**config.mk**
```make
export PLATFORM = sky130hd
export DESIGN_NAME = tws_ctrl
export DESIGN_NICKNAME = d
export VERILOG_FILES = /design/src/hw/rtl/tws_pkg.sv /design/src/hw/rtl/tws_ctrl.sv
export SDC_FILE = /design/constraint.sdc
export NUM_CORES = 1
export LEC_CHECK = 0
export ABC_CLOCK_PERIOD_IN_PS = 2700
export BUFFER_PORTS_ARGS = -buffer_cell sky130_fd_sc_hd__buf_2
export CAP_MARGIN = 0
export CORE_ASPECT_RATIO = 1.4
export CORE_MARGIN = 8
export CORE_UTILIZATION = 25
export DETAILED_ROUTE_END_ITERATION = 6
export SLEW_MARGIN = 20
export SYNTH_ARGS = -nofsm -noshare
export SYNTH_HDL_FRONTEND = slang
export SYNTH_SLANG_ARGS = --single-unit
```
**constraint.sdc**
```tcl
create_clock -name clk -period 2.7 [get_ports clk]
set_input_delay 0.27 -clock clk [delete_from_list [all_inputs] [get_ports clk]]
set_output_delay 0.27 -clock clk [all_outputs]
set_load 0.02 [all_outputs]
```
**src/hw/rtl/tws_pkg.sv**
```systemverilog
package tws_pkg;

  // Operation codes of an input item.
  localparam logic [1:0] OP_TRADE = 2'd0;
  localparam logic [1:0] OP_QUOTE = 2'd1;
  localparam logic [1:0] OP_QUERY = 2'd2;
  localparam logic [1:0] OP_SPARE = 2'd3;

  // Field widths.
  localparam int PRICE_W  = 32;
  localparam int QTY_W    = 32;
  localparam int TIME_W   = 48;
  localparam int SPREAD_W = 33;
  localparam int VOL_W    = 38;
  localparam int VOLAT_W  = 40;
  localparam int CNT_W    = 7;

  // Reset value of the volume window and saturation limits.
  localparam logic [TIME_W-1:0]  WIN_RESET = 48'd1000000;
  localparam logic [63:0]        VOL_MAX   = 64'h3F_FFFF_FFFF;
  localparam logic [63:0]        VOLAT_MAX = 64'hFF_FFFF_FFFF;
  localparam logic [15:0]        CNT_MAX   = 16'd127;

  // Commands from the controller to the datapath.
  typedef struct packed {
    logic trade_wr;
    logic quote_wr;
    logic acc_clr;
    logic rd_issue;
    logic mul_load_a;
    logic mul_load_b;
    logic mul_step;
    logic div_load_v;
    logic div_load_y;
    logic div_step;
    logic vwap_cap;
    logic sqrt_load;
    logic sqrt_step;
    logic out_load;
  } tws_cmd_t;

  // Status from the datapath to the controller.
  typedef struct packed {
    logic out_busy;
  } tws_sts_t;

endpackage

```
**src/hw/rtl/tws_ctrl.sv**
```systemverilog
module tws_ctrl import tws_pkg::*; #(
  parameter int WINDOW_TRADES = 64
) (
  input  logic                                 clk,
  input  logic                                 rst_n,
  input  logic                                 in_valid,
  input  logic [1:0]                           in_op,
  output logic                                 in_stall,
  input  logic [$clog2(WINDOW_TRADES+1)-1:0]   n_count,
  input  tws_sts_t                             sts,
  output tws_cmd_t                             cmd,
  output logic [(WINDOW_TRADES > 1 ? $clog2(WINDOW_TRADES) : 1)-1:0] rd_addr
);

  localparam int AW  = (WINDOW_TRADES > 1) ? $clog2(WINDOW_TRADES) : 1;
  localparam int CW  = $clog2(WINDOW_TRADES + 1);
  localparam int SQW = 32 + CW;
  localparam int NW  = 64 + 2 * CW;
  localparam int YW  = NW + 16;
  localparam int SW2 = YW + (YW % 2);
  localparam int RW  = SW2 / 2;
  localparam int TW  = (CW > 7) ? CW : 7;

  typedef enum logic [3:0] {
    S_IDLE, S_WALK, S_DRAIN, S_MLA, S_MRA, S_MLB, S_MRB,
    S_DVL, S_DVR, S_VWC, S_DYR, S_SQL, S_SQR, S_OUT
  } state_t;

  state_t        state_r, state_nxt;
  logic [TW-1:0] cnt_r, cnt_nxt;
  logic          in_fire;

  assign in_stall = (state_r != S_IDLE);
  assign in_fire  = in_valid && !in_stall;
  assign rd_addr  = cnt_r[AW-1:0];

  // Commands decoded from the current state and from the accepted input item.
  always_comb begin
    cmd            = '0;
    cmd.trade_wr   = in_fire && (in_op == OP_TRADE);
    cmd.quote_wr   = in_fire && (in_op == OP_QUOTE);
    cmd.acc_clr    = in_fire && (in_op == OP_QUERY);
    cmd.rd_issue   = (state_r == S_WALK) && (cnt_r < TW'(n_count));
    cmd.mul_load_a = (state_r == S_MLA);
    cmd.mul_load_b = (state_r == S_MLB);
    cmd.mul_step   = (state_r == S_MRA) || (state_r == S_MRB);
    cmd.div_load_v = (state_r == S_DVL);
    cmd.div_load_y = (state_r == S_VWC);
    cmd.vwap_cap   = (state_r == S_VWC);
    cmd.div_step   = (state_r == S_DVR) || (state_r == S_DYR);
    cmd.sqrt_load  = (state_r == S_SQL);
    cmd.sqrt_step  = (state_r == S_SQR);
    cmd.out_load   = (state_r == S_OUT) && !sts.out_busy;
  end

  // Sequencing of the query phases.
  always_comb begin
    state_nxt = state_r;
    cnt_nxt   = cnt_r + TW'(1);
    case (state_r)
      S_IDLE: begin
        cnt_nxt = '0;
        if (cmd.acc_clr) begin
          state_nxt = S_WALK;
        end
      end
      S_WALK: begin
        if (cnt_r >= TW'(n_count)) begin
          state_nxt = S_DRAIN;
          cnt_nxt   = '0;
        end
      end
      S_DRAIN: begin
        if (cnt_r == TW'(3)) begin
          state_nxt = S_MLA;
        end
      end
      S_MLA: begin
        state_nxt = S_MRA;
        cnt_nxt   = '0;
      end
      S_MRA: begin
        if (cnt_r == TW'(SQW - 1)) begin
          state_nxt = S_MLB;
        end
      end
      S_MLB: begin
        state_nxt = S_MRB;
        cnt_nxt   = '0;
      end
      S_MRB: begin
        if (cnt_r == TW'(SQW - 1)) begin
          state_nxt = S_DVL;
        end
      end
      S_DVL: begin
        state_nxt = S_DVR;
        cnt_nxt   = '0;
      end
      S_DVR: begin
        if (cnt_r == TW'(YW - 1)) begin
          state_nxt = S_VWC;
        end
      end
      S_VWC: begin
        state_nxt = S_DYR;
        cnt_nxt   = '0;
      end
      S_DYR: begin
        if (cnt_r == TW'(YW - 1)) begin
          state_nxt = S_SQL;
        end
      end
      S_SQL: begin
        state_nxt = S_SQR;
        cnt_nxt   = '0;
      end
      S_SQR: begin
        if (cnt_r == TW'(RW - 1)) begin
          state_nxt = S_OUT;
        end
      end
      S_OUT: begin
        if (!sts.out_busy) begin
          state_nxt = S_IDLE;
        end
      end
      default: begin
        state_nxt = S_IDLE;
      end
    endcase
  end

  always_ff @(posedge clk) begin
    if (!rst_n) begin
      state_r <= S_IDLE;
      cnt_r   <= '0;
    end else begin
      state_r <= state_nxt;
      cnt_r   <= cnt_nxt;
    end
  end

endmodule

```
==> results_dict.tcl <==
set metrics [dict create \
    rsz0062_at_grt "false" \
    slew_headroom 0.660 \
    clk_path_buf_depth 2 \
    ys_seq_area_frac 0.212 \
    final_cell_mix "33 x buf_2, 18 x nor2_1, 13 x inv_1, 11 x dfxtp_1, 10 x ha_1" \
    synth.distinct_cells 42 \
    period_share 0.699 \
    antenna_cells 0 \
    fmax_mhz 530 \
    n_fill_cell 449 \
    end_kind "output pin" \
    crit_fanout 13 \
    overflow 0 \
    holdBufCountCts 0 \
    powerDensity_nw_per_um2 605 \
    place_inst 200 \
    synth-edff-count 0 \
    htreeDepth 1 \
    synthesis.nets 159 \
    hold_viol_final 0 \
    async_reset_ff_frac 0 \
    stdcell_count 204 \
    status "complete, no violations" \
    postCtsResizedCells 0 \
    clk_pin_slew_ps 50 \
    grt_pass1_vias 1013 \
    fin_setup_tns_ps 0 \
    startpoint_type "register" \
    holdWs_ps 354 \
    setup_viol 0 \
    initial_core_util 0.263 \
    die_area_um2 6500 \
    gp_congestion 0.755 \
    grt_pass1_wl_mm 4.44 \
    cap_viol_max_count 0 \
    cts_buffers 3 \
    firstDrtPassIters 4 \
    synth_flop_cell "dfxtp_1" \
    drive_gt1_frac 0.286 \
    syn2layout_area_growth_pct 16.9 \
    core_area_um2 3950 \
    synth.avg_cell_area_um2 7.64 \
    die_width_um 70.5 \
    synth.top_cell.area_share 0.212 \
    fin_skew_ps 5.29 \
    grtUsageTotal 0.0811 \
    cts_setup_buffers 0 \
    cts-root-buf "clkbuf_8" \
    die_y_um 92.3 \
    final_common_cell "buf_2" \
    netlist_instances 136 \
    antenna_found_initial 0 \
    wire_per_inst_um 12.5 \
    synth_top_area_cell "dfxtp_1" \
    yosysWarnings 0 \
    drtAntennaViolNets 0 \
    placement_rows 27 \
    crit_required_ps 2430 \
    synth_seq_cells 11 \
    yosys-top-cells-area "dfxtp_1 21%, ha_1 12%, nor2_1 6.5%, buf_4 5.1%, inv_1 4.7%" \
    clock_latency_ps 240 \
    drc 0 \
    worstMarginPinSlew_ps 509 \
    layout_min_cycle_time_ps 1890 \
    leakage_nw 0.573 \
    ios 34 \
    vias 1010 \
    cts.sinks 11 \
    hp-class "in2reg" \
    fin_nets 185 \
    place.detailed.hpwl_mm 2.08 \
    total_power_w 0.000734 \
    worstPathArrival_ps 1620 \
    slew_violations 0 \
    ir_drop_mv 0.374 \
    tritoncts "done" \
    path_class "reg2out" \
    io_buffers 33 \
    drt_wl_total_mm 2.56 \
    synth_area_um2 1040 \
    routed_via_density 4.95 \
    grt_max_degree 18 \
    finish.utilization 0.307 \
    dr.first_iter.drc_count 46 \
]
-- worst max-delay path: stages, from the launching register on --
cell and delay [ps]:
dfxtp_1 580, nor2b_2 320, o2111ai_1 190, nor2_1 120, buf_2 170
-- stage by stage --
| stage | worst slack [ps] | instance area [um^2] |
|---|---|---|
| 3_3_place_gp | 872 | 1170 |
| 2_1_floorplan | 967 | 1040 |
| 6_report | 813 | 1210 |
| 3_5_place_dp | 834 | 1170 |
| 5_1_grt | 644 | 1210 |
| 4_1_cts | 809 | 1210 |
-- where the power goes --
part	switching (W)	internal, W
Clock	0.0000655	0.000102
Combinational	0.000198	0.000128
Sequential	0.0000585	0.000183
Total	0.000322	0.000413
-- sequential cells by signal, indices dropped and copies added, names as in the netlist --
signal and cells:
cnt_r 7, state_r 4
-- layer usage --
metal,global-route usage,vias up,part of all wire,wire [um]
met3,0.0431,2,0.090,231
li1,-,518,-,-
met2,0.142,27,0.48,1240
met1,0.0817,463,0.42,1070
met5,0,-,0,0
met4,0.0202,0,0.0070,18
-- area by class of cell --
class | instances | area [um^2] | share of cell area
flip-flops and latches | 11 | 220 | 0.181
well taps | 43 | 53.8 | 0.0443
inverters | 13 | 48.8 | 0.0402
clock buffers | 3 | 41.3 | 0.0340
multi-input cells | 99 | 672 | 0.554
clock inverters | 1 | 5.00 | 0.00412
repair buffers | 34 | 173 | 0.142
-- logic make-up after synthesis --
kind of cell | share of synthesized area
buffers and inverters | 0.141
xor gates and xnor gates | 0.0422
adders and majority gates | 0.120
muxes | 0.00964
and+or+nand+nor | 0.277
AOI/OAI and AO/OA | 0.198
DFF | 0.212
-- cells in the mapped netlist, types with 3 or more instances --
| library cell | number |
|---|---|
| buf_4 | 7 |
| dfxtp_1 | 11 |
| nand2_1 | 9 |
| xnor2_1 | 3 |
| nor3_1 | 7 |
| ha_1 | 10 |
| inv_1 | 13 |
| and3_1 | 3 |
| o21ai_0 | 5 |
| a21oi_1 | 6 |
| nor2_1 | 18 |
| nand3_1 | 6 |
-- worst paths after layout --
kind / start / endpoint / slack (ps) / cells after the start
worst min-delay path: rst_n / state_r[2] / 350 / 2
worst max register to register: cnt_r[0] / state_r[1] / 820 / 7
worst min register to register: cnt_r[0] / cnt_r[0] / 500 / 1
worst max-delay path: state_r[0] / cmd[10] / 810 / 4
Power figures use the tool's default switching activity.
